--- src/ttnsg_pkg.sv ---
`timescale 1ns / 1ps
`default_nettype none
// ----------------------------------------------------------------------------
// ttnsg_pkg: shared types and constants of the tone and noise generator
// Holds the port payload structs, the decoded command that travels from the
// front end to the back end, and the status groups between the parts.
// ----------------------------------------------------------------------------
package ttnsg_pkg;

    // Input opcodes.
    localparam logic OP_TICK  = 1'b0;
    localparam logic OP_WRITE = 1'b1;

    // Channel number of the noise channel; tone channels are 0 to 2.
    localparam logic [1:0] NOISE_CHAN = 2'd3;

    // Noise rate codes with fixed reload values; the remaining code makes
    // the noise counter follow the tone 2 period.
    localparam logic [1:0] RATE_FAST = 2'd0;
    localparam logic [1:0] RATE_MID  = 2'd1;
    localparam logic [1:0] RATE_SLOW = 2'd2;

    // Default depth of the queue between front and back end.
    localparam int QUEUE_DEPTH_DEFAULT = 2;

    // One input item.
    typedef struct packed {
        logic       opcode;
        logic [7:0] write_byte;
    } item_t;

    // One result item.
    typedef struct packed {
        logic [3:0] tone0_level;
        logic [3:0] tone1_level;
        logic [3:0] tone2_level;
        logic [3:0] noise_level;
    } levels_t;

    // Kinds of decoded command.
    typedef enum logic [2:0] {
        CMD_TICK,
        CMD_VOLUME,
        CMD_PERIOD_LO,
        CMD_PERIOD_HI,
        CMD_NOISE_CTRL
    } cmd_kind_t;

    // Decoded command: channel and right-aligned data bits.
    typedef struct packed {
        cmd_kind_t  kind;
        logic [1:0] chan;
        logic [5:0] data;
    } cmd_t;

    // Queue status seen by both ends.
    typedef struct packed {
        logic empty;
        logic full;
    } queue_status_t;

    // Back end status: a queue pop and whether it was a tick.
    typedef struct packed {
        logic pop;
        logic pop_tick;
    } back_status_t;

endpackage
`default_nettype wire

--- src/ttnsg_front.sv ---
`timescale 1ns / 1ps
`default_nettype none
// ----------------------------------------------------------------------------
// ttnsg_front: input front end
// Accepts items, tracks the latched register number and turns every item
// into one decoded command for the queue.
// ----------------------------------------------------------------------------
module ttnsg_front (
    input  wire                       clk,
    input  wire                       rst_n,
    input  wire                       item_valid,
    output logic                      item_stall,
    input  ttnsg_pkg::item_t          item,
    input  ttnsg_pkg::queue_status_t  q_status,
    output logic                      push,
    output ttnsg_pkg::cmd_t           push_cmd
);
    import ttnsg_pkg::*;

    logic [2:0] latched_reg;
    logic [2:0] latched_next;
    logic       latch;
    logic [2:0] reg_num;
    logic       accept;

    // The front end holds off only while the queue is full.
    assign item_stall = q_status.full;
    assign accept     = item_valid && !item_stall;
    assign push       = accept;

    // A byte with bit 7 set names the register it and later bytes address.
    assign latch   = item.write_byte[7];
    assign reg_num = latch ? item.write_byte[6:4] : latched_reg;

    always_comb
    begin
        latched_next = latched_reg;
        if (accept && item.opcode == OP_WRITE && latch)
        begin
            latched_next = item.write_byte[6:4];
        end
    end

    // Classify the item into a command.
    always_comb
    begin
        push_cmd.chan = reg_num[2:1];
        push_cmd.data = {2'b00, item.write_byte[3:0]};
        if (item.opcode == OP_TICK)
        begin
            push_cmd.kind = CMD_TICK;
        end
        else if (reg_num[0])
        begin
            push_cmd.kind = CMD_VOLUME;
        end
        else if (latch)
        begin
            if (reg_num[2:1] == NOISE_CHAN)
            begin
                push_cmd.kind = CMD_NOISE_CTRL;
                push_cmd.data = {3'b000, item.write_byte[2:0]};
            end
            else
            begin
                push_cmd.kind = CMD_PERIOD_LO;
            end
        end
        else if (reg_num[2:1] == NOISE_CHAN)
        begin
            // A data byte on the noise control register sets the noise volume.
            push_cmd.kind = CMD_VOLUME;
        end
        else
        begin
            push_cmd.kind = CMD_PERIOD_HI;
            push_cmd.data = item.write_byte[5:0];
        end
    end

    always_ff @(posedge clk or negedge rst_n)
    begin
        if (!rst_n)
        begin
            latched_reg <= 3'd0;
        end
        else
        begin
            latched_reg <= latched_next;
        end
    end

endmodule
`default_nettype wire

--- src/ttnsg_queue.sv ---
`timescale 1ns / 1ps
`default_nettype none
// ----------------------------------------------------------------------------
// ttnsg_queue: command queue
// A short first-in first-out queue of decoded commands that decouples the
// front end from the back end.
// ----------------------------------------------------------------------------
module ttnsg_queue #(
    parameter int DEPTH = ttnsg_pkg::QUEUE_DEPTH_DEFAULT
) (
    input  wire                       clk,
    input  wire                       rst_n,
    input  wire                       push,
    input  ttnsg_pkg::cmd_t           push_cmd,
    input  ttnsg_pkg::back_status_t   back_status,
    output ttnsg_pkg::cmd_t           head,
    output ttnsg_pkg::queue_status_t  q_status
);
    import ttnsg_pkg::*;

    localparam int PTR_W = (DEPTH > 1) ? $clog2(DEPTH) : 1;
    localparam int CNT_W = $clog2(DEPTH + 1);

    cmd_t             entry_reg [DEPTH];
    logic [PTR_W-1:0] wr_ptr_reg;
    logic [PTR_W-1:0] wr_ptr_next;
    logic [PTR_W-1:0] rd_ptr_reg;
    logic [PTR_W-1:0] rd_ptr_next;
    logic [CNT_W-1:0] count_reg;
    logic [CNT_W-1:0] count_next;
    logic             pop;

    assign pop            = back_status.pop;
    assign head           = entry_reg[rd_ptr_reg];
    assign q_status.empty = (count_reg == '0);
    assign q_status.full  = (count_reg == CNT_W'(DEPTH));

    // Pointer and fill count update.
    always_comb
    begin
        wr_ptr_next = wr_ptr_reg;
        rd_ptr_next = rd_ptr_reg;
        count_next  = count_reg;
        if (push)
        begin
            wr_ptr_next = (wr_ptr_reg == PTR_W'(DEPTH - 1)) ? '0 : wr_ptr_reg + 1'b1;
        end
        if (pop)
        begin
            rd_ptr_next = (rd_ptr_reg == PTR_W'(DEPTH - 1)) ? '0 : rd_ptr_reg + 1'b1;
        end
        if (push && !pop)
        begin
            count_next = count_reg + 1'b1;
        end
        else if (pop && !push)
        begin
            count_next = count_reg - 1'b1;
        end
    end

    always_ff @(posedge clk or negedge rst_n)
    begin
        if (!rst_n)
        begin
            wr_ptr_reg <= '0;
            rd_ptr_reg <= '0;
            count_reg  <= '0;
        end
        else
        begin
            wr_ptr_reg <= wr_ptr_next;
            rd_ptr_reg <= rd_ptr_next;
            count_reg  <= count_next;
        end
    end

    // Entry storage needs no reset.
    always_ff @(posedge clk)
    begin
        if (push)
        begin
            entry_reg[wr_ptr_reg] <= push_cmd;
        end
    end

endmodule
`default_nettype wire

--- src/ttnsg_back.sv ---
`timescale 1ns / 1ps
`default_nettype none
// ----------------------------------------------------------------------------
// ttnsg_back: sound generator back end
// Carries out decoded commands: register writes update the channel state,
// ticks step the tone and noise counters and load the result register.
// ----------------------------------------------------------------------------
module ttnsg_back (
    input  wire                       clk,
    input  wire                       rst_n,
    input  ttnsg_pkg::cmd_t           head,
    input  ttnsg_pkg::queue_status_t  q_status,
    output ttnsg_pkg::back_status_t   back_status,
    output logic                      level_valid,
    input  wire                       level_stall,
    output ttnsg_pkg::levels_t        levels
);
    import ttnsg_pkg::*;

    localparam int          NUM_TONES  = 3;
    localparam logic [15:0] LFSR_SEED  = 16'h8000;
    localparam logic [9:0]  RELOAD_R0  = 10'h010;
    localparam logic [9:0]  RELOAD_R1  = 10'h020;
    localparam logic [9:0]  RELOAD_R2  = 10'h040;
    localparam logic [3:0]  LEVEL_MUTE = 4'd15;

    logic [9:0]  tone_cnt_reg    [NUM_TONES];
    logic [9:0]  tone_cnt_next   [NUM_TONES];
    logic [9:0]  tone_per_reg    [NUM_TONES];
    logic [9:0]  tone_per_next   [NUM_TONES];
    logic [NUM_TONES-1:0] tone_phase_reg;
    logic [NUM_TONES-1:0] tone_phase_next;
    logic [3:0]  volume_reg      [4];
    logic [3:0]  volume_next     [4];
    logic [9:0]  noise_cnt_reg;
    logic [9:0]  noise_cnt_next;
    logic [9:0]  noise_per_reg;
    logic [9:0]  noise_per_next;
    logic [1:0]  noise_rate_reg;
    logic [1:0]  noise_rate_next;
    logic        noise_fb_reg;
    logic        noise_fb_next;
    logic [15:0] lfsr_reg;
    logic [15:0] lfsr_next;
    logic        noise_half_reg;
    logic        noise_half_next;
    logic        noise_phase_reg;
    logic        noise_phase_next;
    logic        level_valid_reg;
    logic        level_valid_next;
    levels_t     levels_reg;
    levels_t     levels_next;
    logic        is_tick;
    logic        out_free;
    logic        pop;
    logic        tap;
    logic [9:0]  noise_reload;

    // Writes always drain; a tick waits for a free result register.
    assign is_tick  = (head.kind == CMD_TICK);
    assign out_free = !level_valid_reg || !level_stall;
    assign pop      = !q_status.empty && (!is_tick || out_free);

    assign back_status.pop      = pop;
    assign back_status.pop_tick = pop && is_tick;
    assign level_valid          = level_valid_reg;
    assign levels               = levels_reg;

    // Noise reload value by rate select.
    always_comb
    begin
        case (noise_rate_reg)
            RATE_FAST: noise_reload = RELOAD_R0;
            RATE_MID:  noise_reload = RELOAD_R1;
            RATE_SLOW: noise_reload = RELOAD_R2;
            default:   noise_reload = noise_per_reg;
        endcase
    end

    assign tap = lfsr_reg[0] ^ (lfsr_reg[3] & noise_fb_reg);

    // Register writes and tick stepping.
    always_comb
    begin
        tone_cnt_next    = tone_cnt_reg;
        tone_per_next    = tone_per_reg;
        tone_phase_next  = tone_phase_reg;
        volume_next      = volume_reg;
        noise_cnt_next   = noise_cnt_reg;
        noise_per_next   = noise_per_reg;
        noise_rate_next  = noise_rate_reg;
        noise_fb_next    = noise_fb_reg;
        lfsr_next        = lfsr_reg;
        noise_half_next  = noise_half_reg;
        noise_phase_next = noise_phase_reg;

        if (pop)
        begin
            case (head.kind)
                CMD_TICK:
                begin
                    for (int i = 0; i < NUM_TONES; i++)
                    begin
                        if (tone_cnt_reg[i] == '0)
                        begin
                            tone_cnt_next[i]   = tone_per_reg[i];
                            tone_phase_next[i] = !tone_phase_reg[i];
                        end
                        else
                        begin
                            tone_cnt_next[i] = tone_cnt_reg[i] - 1'b1;
                        end
                    end
                    if (noise_cnt_reg == '0)
                    begin
                        noise_cnt_next  = noise_reload;
                        noise_half_next = !noise_half_reg;
                        // The shift register moves on every second expiry.
                        if (!noise_half_reg)
                        begin
                            noise_phase_next = !lfsr_reg[0];
                            lfsr_next        = {tap, lfsr_reg[15:1]};
                        end
                    end
                    else
                    begin
                        noise_cnt_next = noise_cnt_reg - 1'b1;
                    end
                end
                CMD_VOLUME:
                begin
                    volume_next[head.chan] = head.data[3:0];
                end
                CMD_PERIOD_LO, CMD_PERIOD_HI:
                begin
                    for (int i = 0; i < NUM_TONES; i++)
                    begin
                        if (head.chan == 2'(i))
                        begin
                            if (head.kind == CMD_PERIOD_LO)
                            begin
                                tone_per_next[i] = {tone_per_reg[i][9:4], head.data[3:0]};
                            end
                            else
                            begin
                                tone_per_next[i] = {head.data, tone_per_reg[i][3:0]};
                            end
                        end
                    end
                    // The noise channel follows the tone 2 period.
                    if (head.chan == 2'd2)
                    begin
                        noise_per_next = tone_per_next[2];
                    end
                end
                CMD_NOISE_CTRL:
                begin
                    noise_rate_next = head.data[1:0];
                    noise_fb_next   = head.data[2];
                    lfsr_next       = LFSR_SEED;
                end
                default:
                begin
                end
            endcase
        end
    end

    // Result register: loaded on a tick, cleared once transferred.
    always_comb
    begin
        level_valid_next = level_valid_reg;
        levels_next      = levels_reg;
        if (pop && is_tick)
        begin
            level_valid_next        = 1'b1;
            levels_next.tone0_level = tone_phase_next[0] ? volume_reg[0] : LEVEL_MUTE;
            levels_next.tone1_level = tone_phase_next[1] ? volume_reg[1] : LEVEL_MUTE;
            levels_next.tone2_level = tone_phase_next[2] ? volume_reg[2] : LEVEL_MUTE;
            levels_next.noise_level = noise_phase_next ? volume_reg[3] : LEVEL_MUTE;
        end
        else if (!level_stall)
        begin
            level_valid_next = 1'b0;
        end
    end

    always_ff @(posedge clk or negedge rst_n)
    begin
        if (!rst_n)
        begin
            for (int i = 0; i < NUM_TONES; i++)
            begin
                tone_cnt_reg[i] <= '0;
                tone_per_reg[i] <= '0;
            end
            for (int i = 0; i < 4; i++)
            begin
                volume_reg[i] <= '0;
            end
            tone_phase_reg  <= '0;
            noise_cnt_reg   <= '0;
            noise_per_reg   <= '0;
            noise_rate_reg  <= '0;
            noise_fb_reg    <= 1'b0;
            lfsr_reg        <= '0;
            noise_half_reg  <= 1'b0;
            noise_phase_reg <= 1'b0;
            level_valid_reg <= 1'b0;
        end
        else
        begin
            tone_cnt_reg    <= tone_cnt_next;
            tone_per_reg    <= tone_per_next;
            tone_phase_reg  <= tone_phase_next;
            volume_reg      <= volume_next;
            noise_cnt_reg   <= noise_cnt_next;
            noise_per_reg   <= noise_per_next;
            noise_rate_reg  <= noise_rate_next;
            noise_fb_reg    <= noise_fb_next;
            lfsr_reg        <= lfsr_next;
            noise_half_reg  <= noise_half_next;
            noise_phase_reg <= noise_phase_next;
            level_valid_reg <= level_valid_next;
        end
    end

    // Result payload needs no reset.
    always_ff @(posedge clk)
    begin
        levels_reg <= levels_next;
    end

endmodule
`default_nettype wire

--- src/three_tone_noise_sound_generator_top.sv ---
`timescale 1ns / 1ps
`default_nettype none
// ----------------------------------------------------------------------------
// three_tone_noise_sound_generator_top: three-tone plus noise sound generator
// Items on the item channel are register write bytes or sound clock ticks.
// Every tick yields one transfer on the level channel with four attenuations;
// a write yields none.
//
// Both channels move a transfer at a clock edge where valid is high and stall
// is low. The block takes one item per cycle while the queue is not full. An
// accepted tick enters the queue and loads the result register once it is at
// the head and that register is free. The front end decodes items into a
// queue of QUEUE_DEPTH commands; the back end executes one command per cycle
// while no tick at the head waits. When the level receiver stalls, the result
// register holds its value; writes behind it still drain, a tick waits, and
// item_stall rises once the queue is full. Reset clears all channel state,
// the shift register, the queue and the valid flag; no result is valid after reset.
// ----------------------------------------------------------------------------
module three_tone_noise_sound_generator_top #(
    parameter int QUEUE_DEPTH = ttnsg_pkg::QUEUE_DEPTH_DEFAULT
) (
    input  wire                  clk,
    input  wire                  rst_n,
    input  wire                  item_valid,
    output logic                 item_stall,
    input  ttnsg_pkg::item_t     item,
    output logic                 level_valid,
    input  wire                  level_stall,
    output ttnsg_pkg::levels_t   levels
);
    import ttnsg_pkg::*;

    queue_status_t q_status;
    back_status_t  back_status;
    logic          push;
    cmd_t          push_cmd;
    cmd_t          head;

    ttnsg_front u_front (
        .clk        (clk),
        .rst_n      (rst_n),
        .item_valid (item_valid),
        .item_stall (item_stall),
        .item       (item),
        .q_status   (q_status),
        .push       (push),
        .push_cmd   (push_cmd)
    );

    ttnsg_queue #(
        .DEPTH (QUEUE_DEPTH)
    ) u_queue (
        .clk         (clk),
        .rst_n       (rst_n),
        .push        (push),
        .push_cmd    (push_cmd),
        .back_status (back_status),
        .head        (head),
        .q_status    (q_status)
    );

    ttnsg_back u_back (
        .clk         (clk),
        .rst_n       (rst_n),
        .head        (head),
        .q_status    (q_status),
        .back_status (back_status),
        .level_valid (level_valid),
        .level_stall (level_stall),
        .levels      (levels)
    );

    // A tick never overwrites a result that is still waiting.
    assert property (@(posedge clk) disable iff (!rst_n)
        back_status.pop_tick |-> !(level_valid && level_stall))
        else $error("tick executed while result register was stalled");

    // A new result only appears after a tick was executed.
    assert property (@(posedge clk) disable iff (!rst_n)
        $rose(level_valid) |-> $past(back_status.pop_tick))
        else $error("result appeared without a tick");

    // The back end only pops a non-empty queue.
    assert property (@(posedge clk) disable iff (!rst_n)
        back_status.pop |-> !q_status.empty)
        else $error("pop from empty queue");

endmodule
`default_nettype wire
--- config.mk ---
export PLATFORM = sky130hd
export DESIGN_NAME = three_tone_noise_sound_generator_top
export DESIGN_NICKNAME = d
export VERILOG_FILES = /design/src/ttnsg_pkg.sv /design/src/ttnsg_front.sv /design/src/ttnsg_queue.sv /design/src/ttnsg_back.sv /design/src/three_tone_noise_sound_generator_top.sv
export SDC_FILE = /design/constraint.sdc
export NUM_CORES = 1
export LEC_CHECK = 0
export ABC_AREA = 1
export BUFFER_PORTS_ARGS = -buffer_cell sky130_fd_sc_hd__buf_2
export CORE_ASPECT_RATIO = 2
export CORE_MARGIN = 2
export CORE_UTILIZATION = 30
export CTS_CLUSTER_SIZE = 28
export DETAILED_ROUTE_END_ITERATION = 16
export HOLD_SLACK_MARGIN = 0.1
export PLACE_DENSITY = 0.49
export SLEW_MARGIN = 25
export SYNTH_ARGS = -nofsm -noshare
export SYNTH_HDL_FRONTEND = slang
export SYNTH_HIERARCHICAL = 1
export SYNTH_SLANG_ARGS = --single-unit
--- constraint.sdc ---
create_clock -name clk -period 4.5 [get_ports clk]
set_input_delay 0.675 -clock clk [delete_from_list [all_inputs] [get_ports clk]]
set_output_delay 0.675 -clock clk [all_outputs]
set_load 0.05 [all_outputs]
# [Word level (Yosys, flattened, before mapping)]
# Memories as Yosys holds them, arrays and structs flattened.
# Index checks and enable logic that the tools add are counted.
[op_classes] n_addsub=8 n_mul=0 div=0 magnitude_cmp=2 n_eq_ne=13 n_shift=0 mux=41 n_bitwise=4 n_reduce_logical=44
[op_table] operator="$mux W10" count=6
[op_table] operator="$logic_not A10 Y1" count=4
[op_table] operator="$sub A10 B1 Y10 const B" count=4
[op_table] operator="$mux W16" count=2
[op_table] operator="$pmux W16 S2" count=1
[op_table] operator="$pmux W10 S3" count=1
[op_table] operator="$mux W6" count=4
[op_table] operator="$mux W3" count=7
[op_table] operator="$reduce_and A4 Y1" count=5
[op_table] operator="$bwmux W16" count=1
[op_table] operator="$mux W1" count=13
[op_table] operator="$logic_not A1 Y1" count=12
[op_table] operator="$demux W4 S2" count=1
[op_table] operator="$eq A2 B2 Y1 const B" count=4
[op_table] operator="$logic_and A1 B1 Y1" count=8
[op_table] operator="$mux W4" count=2
[op_table] operator="$reduce_and A2 Y1" count=4
[op_table] operator="$eq A3 B2 Y1 const B" count=2
[op_table] operator="$logic_not A2 Y1" count=3
[op_table] operator="$mux W2" count=3
[op_table] operator="$reduce_and A3 Y1" count=2
[op_table] operator="$eq A2 B1 Y1 const B" count=2
[op_table] operator="$ne A2 B2 Y1 const B" count=2
[op_table] operator="$reduce_bool A2 Y1" count=2
[op_table] operator="15 further kinds" count=17
[word_totals] register_bits=144 latchBits=0 mem_bits_rw=22 mem_bits_ro=0 in_bits=13 out_inout_bits=18 elab_cells=142 n_memories=1
[mem_list] memory="u_queue.entry_reg" depth=2 word_bits=11 read_ports=1 rd_clocked_by_memory_dff=0 wr=1 line="ttnsg_queue.sv:24" rtl="cmd_t entry_reg [DEPTH];"

# [Depth between registers and ports, before layout]
# Gate-level depths: netlist of run 1.
# An unclocked memory read counts as a cell.
[logic_depth] ltp_word=8 depth_mapped=14 mapped_depth_nobuf=12

# [Modules after synthesis]
# The synthesis of run 1 kept the hierarchy.
[by_module_without_submodules] mod="ttnsg_back" n_inst=1 cells_each=844 area_per_inst_um2=6731.5 seq_area_each_um2=3508.4
[by_module_without_submodules] mod="ttnsg_queue" n_inst=1 cells_each=59 area_per_inst_um2=1036.0 seq_area_each_um2=760.7
[by_module_without_submodules] mod="ttnsg_front" n_inst=1 cells_each=43 area_per_inst_um2=276.5 seq_area_each_um2=75.1

# [Least setup slack after synthesis of run 1]
# OpenSTA, ideal clock, no wires.
[synth_path] path_kind="register to register" startpoint="register u_queue.rd_ptr_reg" endpoint="register u_back.levels_reg (netlist bit u_back/levels[0]), enable pin" setup_time_ps=351 arrival_ps=1822 required_time_ps=4149 setup_slack_ps=2327 stages_incl_launch_ff=9 n_path_buf=2 synth_period_minus_slack_ps=2173 cell_sequence="dfrtp_1 -> buf_6 -> mux2_4 -> nor2_1 -> nand2_1 -> inv_2 -> nand3_4 -> clkinv_2 -> buf_2"
[synth_lines] element="start, declared" line="ttnsg_queue.sv:27" rtl="logic [PTR_W-1:0] rd_ptr_reg;"
[synth_lines] element="start signal, assigned" line="ttnsg_queue.sv:73" rtl="rd_ptr_reg <= rd_ptr_next;"
[synth_lines] element="end signal, assigned" line="ttnsg_back.sv:231" rtl="levels_reg <= levels_next;"
[synth_lines] element="end, declared" line="ttnsg_back.sv:51" rtl="levels_t levels_reg;"

==> flow_summary.json, run 1 <==
{
  "n_fill_cell": 2784,
  "path_clk_slew_ps": 60,
  "wirelength_um": 19600,
  "layoutNonFillerInstCount": 1327,
  "grt_max_degree": 67,
  "cts_tree": "built",
  "grt_pass1_vias": 6097,
  "fp.dieW_um": 120,
  "clock-sinks": 166,
  "nNetsFinal": 990,
  "cts_setup_buffers": 0,
  "reg2reg_to": "u_back/tone_cnt_reg[14]$_DFFE_PN0P_",
  "vias_per_cell": 4.61,
  "slew_violations": 0,
  "ioPinCount": 31,
  "p_leak_nw": 4.33,
  "cts_hold_buffers": 0,
  "critPathMaxFanout": 43,
  "powerDensity_nw_per_um2": 691,
  "worstPathArrival_ps": 3070,
  "htreeDepth": 4,
  "insertion_delay_ps": 430,
  "grtUsageTotal_pct": 14.7,
  "die_area_um2": 28200,
  "gp_congestion": 0.825,
  "core_um2": 26300,
  "diodes": 0,
  "r2r_setup_slack_ps": 1770,
  "start_util_pct": 30.6,
  "required_ps": 4840,
  "routedWlPerCell_um": 14.8,
  "finalInstanceArea_um2": 9160,
  "numCtsBuffers": 17,
  "slew_headroom_pct": 38.2,
  "seq_area_um2": 4340,
  "grt_setup_unrepaired": "false",
  "ant_nets": 0,
  "placed_area_um2": 8510,
  "maxCapViolations": 0,
  "fin_crit_ps": 2730,
  "antenna_found_initial": 0,
  "grt_pass1_wl_um": 31800,
  "hold_viol": 0,
  "vias": 6122,
  "endpoint_kind": "flop",
  "syn_inst": 945,
  "criticalPathCategory": "flop to flop",
  "yosys_warnings": 6,
  "place_inst": 1295,
  "gr-total-overflow": 0,
  "die_y_um": 235,
  "rows": 84,
  "io_buffers": 30,
  "drtIter0Drc": 341,
  "power_w": 0.00633,
  "worst_slew_pin_slew_ps": 923,
  "drive_above_1_share_pct": 10.5,
  "multi_input_comb_area_um2": 3080,
  "dp_hpwl_um": 14000,
  "min_period_over_period_pct": 60.6,
  "avgSynthCellArea_um2": 8.50,
  "setup_viol": 0,
  "hold_path.class": "input pin to async pin",
  "finalClockSkew_ps": 9.28,
  "irDropWorstVdd_v": 0.000348,
  "first_pass_iters": 5,
  "root_buffer": "clkbuf_16",
  "status": "complete, no violations",
  "finalSetupTns_ps": 0,
  "drc": 0,
  "clockBufferDepth": 2,
  "cp-start-kind": "flop",
  "post_cts_resized": 0,
  "timing.rr.start": "u_queue/rd_ptr_reg$_DFFE_PN0P_",
  "max_freq_mhz": 367,
  "synth_nets": 965,
  "syn_area_um2": 8040,
  "ff2ff_path_depth": 9,
  "area_delta_synth_final_pct": 14.0
}
[where the power goes]
part	total, W	leakage (nW)	internal [W]	switching [W]
logic	0.00227	2.03	0.000707	0.00157
clock network	0.00159	0.318	0.000962	0.000628
registers	0.00247	1.98	0.00211	0.000359
total	0.00633	4.33	0.00378	0.00255
[layout make-up]
type | instances | share of cell area (%)
Multi-Input combinational cell | 629 | 33.6
Timing Repair Buffer | 33 | 2.18
Inverter | 123 | 5.05
Sequential cell | 166 | 47.4
Clock buffer | 20 | 5.34
Tap cell | 344 | 4.70
Clock inverter | 12 | 1.75
[per-stage QoR]
| stage | util, % | worst slack (ps) | hold slack [ps] |
|---|---|---|---|
| after floorplan | - | 2340 | 379 |
| after global placement | 32.4 | 1760 | 453 |
| after detailed placement | 32.4 | 1750 | 458 |
| after CTS | 34.9 | 1740 | 398 |
| after global routing | 34.9 | 1600 | 415 |
| final | 34.9 | 1770 | 353 |
[per-layer routing]
layer	part of all wire, %	wire length, µm	global-route usage [%]	vias to the layer above
met5	0	0	0	-
met4	3.2	636	6.95	0
met3	1.6	317	2.57	25
met2	57	11200	28.5	75
met1	38	7450	14.7	2956
li1	-	-	-	3066
[worst max-delay path by stage]
stage                                              start                                  end
final                     u_queue/rd_ptr_reg$_DFFE_PN0P_  u_back/tone_cnt_reg[14]$_DFFE_PN0P_
after global routing      u_queue/rd_ptr_reg$_DFFE_PN0P_  u_back/tone_cnt_reg[14]$_DFFE_PN0P_
after CTS                 u_queue/rd_ptr_reg$_DFFE_PN0P_  u_back/tone_cnt_reg[14]$_DFFE_PN0P_
after detailed placement  u_queue/rd_ptr_reg$_DFFE_PN0P_  u_back/tone_cnt_reg[14]$_DFFE_PN0P_
after global placement    u_queue/rd_ptr_reg$_DFFE_PN0P_  u_back/tone_cnt_reg[14]$_DFFE_PN0P_
after floorplan           u_queue/rd_ptr_reg$_DFFE_PN0P_       u_back/levels[0]$_SDFFCE_PN1P_
[layout by cell type, fill, tap and decap left out, drive strengths merged, types with 11 or more instances in the layout]
cell and instances:
a21oi 18, buf 33, clkbuf 20, dfrtp 128, edfxtp 38, inv 126, mux2 11, nand2 277
nand3 70, nor2 93, o21ai 104
[worst max-delay path: stages (launching register included)]
cell and delay (ps):
dfrtp_1 770, mux2_4 380, nor2_1 150, nand2_1 110, inv_2 110, nand3_4 70
clkinv_2 360, buf_12 280, o21ai_0 160, o21ai_0 240
Note: power is estimated with default switching activity, not from simulation.
==> run 2, diff against run 1 <==
Settings changed: PLACE_DENSITY 0.49 to 0.5.
Clock period 4.5 ns to 2.45 ns, I/O delays scaled along.
==> run 2 against run 1 <==
Via count is 0.13% lower. Combinational power rose by 90%. Fmax up 19%. Non-clock buffer count rose by 20. Sequential power grew 82%. Worst hold slack worse by 220 ps. Utilization grew 0.30 points. Setup slack got worse by 1600 ps. Clock skew rose by 1.8 ps.
==> flow_summary.json, run 2 (synthesis gave the netlist of run 1 again) <==
{
  "finalClockSkew_ps": 11.1,
  "cp-start-kind": "flop",
  "grt_max_degree": 56,
  "crit_path_max_incr_delay_ps": 430,
  "clockBufferDepth": 2,
  "fin_crit_ps": 2290,
  "required_ps": 2640,
  "diodes": 0,
  "vias": 6114,
  "slew_violations": 0,
  "worstPathArrival_ps": 2470,
  "worst_path_most_repeated_cell": "nand2_1",
  "layout_commonest_cell": "nand2_1",
  "first_pass_iters": 4,
  "die_y_um": 235,
  "status": "complete, no violations",
  "cts_tree": "built",
  "hold_viol": 0,
  "layoutNonFillerInstCount": 1347,
  "area_delta_synth_final_pct": 15.0,
  "gp_congestion": 0.853,
  "numCtsBuffers": 17,
  "clock-sinks": 166,
  "criticalPathCategory": "flop to flop",
  "grt_pass1_vias": 6140,
  "placed_area_um2": 8670,
  "nNetsFinal": 1010,
  "grt_setup_unrepaired": "false",
  "maxCapViolations": 0,
  "powerDensity_nw_per_um2": 1230,
  "n_fill_cell": 2797,
  "hold_path.class": "input pin to flop",
  "fp.dieW_um": 120,
  "final_cell_mix": "nand2_1 (267), dfrtp_1 (128), inv_1 (120)",
  "p_leak_nw": 4.38,
  "ant_nets": 0,
  "start_util_pct": 30.6,
  "path_clk_slew_ps": 70,
  "critPathMaxFanout": 10,
  "irDropWorstVdd_v": 0.000559,
  "drtIter0Drc": 330,
  "rows": 84,
  "finalInstanceArea_um2": 9240,
  "gr-total-overflow": 0,
  "finalSetupTns_ps": 0,
  "grtUsageTotal_pct": 14.6,
  "cts_setup_buffers": 0,
  "htreeDepth": 4,
  "min_period_over_period_pct": 93.3,
  "core_um2": 26300,
  "endpoint_kind": "flop",
  "path_buf_inv": 2,
  "crit_slowest_cell": "dfrtp_1",
  "cp_cell_sequence": "mux2_4, nor2_1, nand2_1, inv_2, nand3_4, buf_4, nor2_8, xor2_4, nand2_1",
  "antenna_found_initial": 0,
  "root_buffer": "clkbuf_16",
  "drc": 0,
  "routedWlPerCell_um": 14.4,
  "vias_per_cell": 4.54,
  "insertion_delay_ps": 440,
  "drive_above_1_share_pct": 12.1,
  "path_delay_family": "simple AND/OR/NAND/NOR gates",
  "slew_headroom_pct": 61.3,
  "setup_viol": 0,
  "die_area_um2": 28200,
  "io_buffers": 30,
  "place_inst": 1314,
  "dp_hpwl_um": 14400,
  "ioPinCount": 31,
  "grt_pass1_wl_um": 32100,
  "max_freq_mhz": 437,
  "worst_slew_pin_slew_ps": 575,
  "wirelength_um": 19400
}
==> run 2: changes by cell type in the layout (fill, tap and decap cells not counted), sizes merged <==
cell	before	now
buf	33	52
bufinv	3	1
clkbuf	20	18
clkinv	5	7
clkinvlp	1	3
dlygate4sd3	0	1
==> run 2: final cells by class <==
| cell class | instances | area (µm²) | share of cell area (%) |
|---|---|---|---|
| clock buffers | 18 | 429 | 4.64 |
| clock inverters | 14 | 125 | 1.35 |
| inverters | 123 | 463 | 5.01 |
| multi-input cells | 629 | 3080 | 33.4 |
| flip-flops and latches | 166 | 4340 | 47.0 |
| well taps | 344 | 430 | 4.66 |
| repair buffers | 53 | 365 | 3.95 |
==> run 2: power by group <==
part	switching (W)	leakage [nW]	internal [W]
combinational	0.00289	2.14	0.00142
clock	0.00116	0.267	0.00141
sequential	0.000624	1.98	0.00388
==> run 2: final timing paths <==
kind                                            startpoint                                  end  slack (ps)  depth (start not counted)
setup reg to reg            u_queue/rd_ptr_reg$_DFFE_PN0P_       u_back/levels[4]$_SDFFCE_PN1P_         160                          9
max in group asynchronous                            rst_n     u_back/volume_reg[3]$_DFFE_PN0P_        1440                          3
min in group asynchronous                            rst_n  u_back/tone_per_reg[15]$_DFFE_PN0P_         390                          2
setup / recovery            u_queue/rd_ptr_reg$_DFFE_PN0P_       u_back/levels[4]$_SDFFCE_PN1P_         160                          9
hold reg to reg            u_back/lfsr_reg[10]$_DFFE_PN0P_      u_back/lfsr_reg[10]$_DFFE_PN0P_         470                          2
hold / removal                                     item[1]    u_queue/entry_reg[0][1]$_DFFE_PP_         130                          1
==> run 2: timing repair <==
item / CTS / global route
hold buffers: 1 / 0
endpoints found under the setup margin: 0 / 11
resized for setup: 0 / 1
hold endpoints to repair: 20 / 0
==> run 2: layer usage <==
metal	up-vias	track usage, %	wire, µm
met5	-	0	0
met4	0	6.63	632
met3	29	2.40	326
met2	75	28.3	11100
met1	2899	14.8	7330
li1	3111	-	-
==> run 2: stage by stage <==
stage / hold WS [ps] / util, % / setup WS [ps] / power [W]
finish: 129 / 35.2 / 163 / 0.0114
floorplan: 71.9 / - / 287 / 0.00762
detailed placement: 312 / 33.0 / 176 / 0.00889
CTS: 107 / 35.1 / 171 / 0.0115
global route: 114 / 35.2 / 26.0 / 0.0123
global placement: 309 / 33.0 / 236 / 0.00885
==> run 3, diff against run 2 <==
--- a/config.mk
+++ b/config.mk
@@ -19,3 +19,2 @@
 export SYNTH_HDL_FRONTEND = slang
-export SYNTH_HIERARCHICAL = 1
 export SYNTH_SLANG_ARGS = --single-unit
==> constraint.sdc (replaced) <==
create_clock -name clk -period 2.45 [get_ports clk]
set_input_delay 0.49 -clock clk [delete_from_list [all_inputs] [get_ports clk]]
set_output_delay 0.49 -clock clk [all_outputs]
set_load 0.05 [all_outputs]
==> run 3 against run 2 <==
Critical path depth decreased by 2. Power increased by 3.5%. Sequential power about the same. Utilization about the same. Die area decreased by 1.5%. Synthesized cell count increased by 0.95%. Count of clock-buffer cells in the layout increased by 5. Largest power group is now combinational logic.
==> flow_summary.json, run 3 <==
{
  "drc": 0,
  "synthTopCellsByArea": "dfrtp_1 (40%), nand2_1 (17%), edfxtp_1 (14%)",
  "start_util_pct": 30.3,
  "met1_length_um": 8420,
  "clockBufferDepth": 2,
  "vias": 6166,
  "ys_types": 37,
  "path_clk_slew_ps": 60,
  "yosys.area.top_type": "dfrtp_1",
  "drive_above_1_share_pct": 10.4,
  "slew_violations": 0,
  "setup_viol": 0,
  "final_cell_mix": "nand2_1 (359), dfrtp_1 (127), inv_1 (86)",
  "root_buffer": "clkbuf_16",
  "cp-start-kind": "flop",
  "p_leak_nw": 4.38,
  "grt_pass1_vias": 5961,
  "first_pass_iters": 5,
  "power_w": 0.0118,
  "min_period_over_period_pct": 86.0,
  "timing.final.ws_setup_ps": 344,
  "synth_top_area_share_pct": 40.5,
  "ant_nets": 0,
  "grt_setup_unrepaired": "false",
  "clock-sinks": 166,
  "rows": 84,
  "fin_crit_ps": 2110,
  "drtIter0Drc": 350,
  "worstPathArrival_ps": 2280,
  "finalSetupTns_ps": 0,
  "htreeDepth": 4,
  "numCtsBuffers": 17,
  "syn_area_um2": 7910,
  "io_buffers": 30,
  "ioPinCount": 31,
  "yosysSeqAreaShare_pct": 54.9,
  "area_delta_synth_final_pct": 15.7,
  "diodes": 0,
  "gp_congestion": 0.807,
  "syn_inst": 954,
  "ys.flop_type": "dfrtp_1",
  "wirelength_um": 18200,
  "antenna_found_initial": 0,
  "synth-seq-cells": 166,
  "grtUsageTotal_pct": 13.8,
  "critPathMaxFanout": 36,
  "grt_pass1_wl_um": 30300,
  "met2_length_um": 8910,
  "avgSynthCellArea_um2": 8.29,
  "layout_commonest_cell": "nand2_1",
  "hold_path.class": "input pin to flop",
  "nNetsFinal": 1021,
  "endpoint_kind": "flop",
  "worst_slew_pin_slew_ps": 541,
  "core_um2": 26100,
  "criticalPathCategory": "flop to flop",
  "cts_tree": "built",
  "routedWlPerCell_um": 13.4,
  "status": "complete, no violations",
  "n_fill_cell": 2800,
  "synth_edf_count": 38,
  "dr_wl_met3_um": 488,
  "post-place-ws_ps": 261,
  "vias_per_cell": 4.53,
  "hold_slack_ps": 249,
  "dp_hpwl_um": 13000,
  "die_area_um2": 27800,
  "required_ps": 2630,
  "insertion_delay_ps": 430,
  "finalClockSkew_ps": 8.84,
  "grt_max_degree": 57,
  "die_y_um": 234,
  "synthTopCellsByCount": "nand2_1 (359), dfrtp_1 (128), inv_1 (86)",
  "hold_viol": 0,
  "gr-total-overflow": 0,
  "slew_headroom_pct": 63.8,
  "powerDensity_nw_per_um2": 1290,
  "yosysMostFrequentCell": "nand2_1",
  "fp.dieW_um": 119,
  "synth_nets": 972,
  "async_flop_share_pct": 77.1,
  "irDropWorstVdd_v": 0.000573,
  "yosys_warnings": 0,
  "maxCapViolations": 0,
  "top_layer": "met4",
  "max_freq_mhz": 475
}
==> run 3: worst paths after layout <==
kind,start,endpoint,slack (ps),cells past startpoint
setup / recovery,u_queue.count_reg[0]$_DFFE_PN0P_,u_back.levels[15]$_SDFFCE_PN1P_,340,7
max in group asynchronous,rst_n,u_back.noise_fb_reg$_DFFE_PN0P_,1210,3
min in group asynchronous,rst_n,u_back.tone_cnt_reg[18]$_DFFE_PN0P_,560,2
setup reg to reg,u_queue.count_reg[0]$_DFFE_PN0P_,u_back.levels[15]$_SDFFCE_PN1P_,340,7
hold reg to reg,u_back.lfsr_reg[15]$_DFFE_PN0P_,u_back.lfsr_reg[15]$_DFFE_PN0P_,470,2
hold / removal,item[1],u_queue.entry_reg[1][1]$_DFFE_PP_,250,1
==> run 3: through the flow <==
step           cells  instance area, µm²  utilization (%)
6_report        1360                9160             35.1
5_1_grt         1360                9160             35.1
4_1_cts         1360                9150             35.1
3_5_place_dp    1327                8550             32.8
3_3_place_gp    1327                8550             32.8
2_1_floorplan    954                7910                -
==> run 3: kinds of logic after synthesis <==
logic type | share of synthesized area, %
compound gates | 8.62
xor+xnor | 1.11
fa+ha+maj | 0.791
buf+inv | 6.11
flops | 54.9
simple gates | 28.5
==> run 3: metal layers <==
metal / GRT usage [%] / up-vias
met5: 0 / -
met4: 5.51 / 0
met3: 2.37 / 24
met2: 23.2 / 85
met1: 17.5 / 2896
li1: - / 3161
==> run 3: critical path, stage by stage (launching register included) <==
cell,delay (ps)
dfrtp_1,430
nor2_1,310
inv_1,250
nand4_1,290
buf_12,250
o21bai_1,80
nand2_1,150
nand2_1,70
==> run 3: final cells by class <==
cell class                 instances  area, µm²  share of cell area (%)
inverter                          90        340                    3.72
multi-input combinational        675       3080                    33.7
sequential                       166       4350                    47.5
tap                              344        430                    4.70
clock inverter                     9       91.3                   0.998
timing repair buffer              53        365                    3.99
clock buffer                      23        499                    5.45
==> run 3: what timing repair did <==
item / CTS / global route
endpoints found under the hold margin: 32 / 0
gates resized for setup: 0 / 1
hold buffers: 1 / 0
endpoints found under the setup margin: 0 / 1
buffers inserted: 0 / 0
==> run 3: power by group <==
group          switching (W)  internal (W)
clock                0.00112       0.00155
combinational        0.00315       0.00145
sequential          0.000628       0.00388
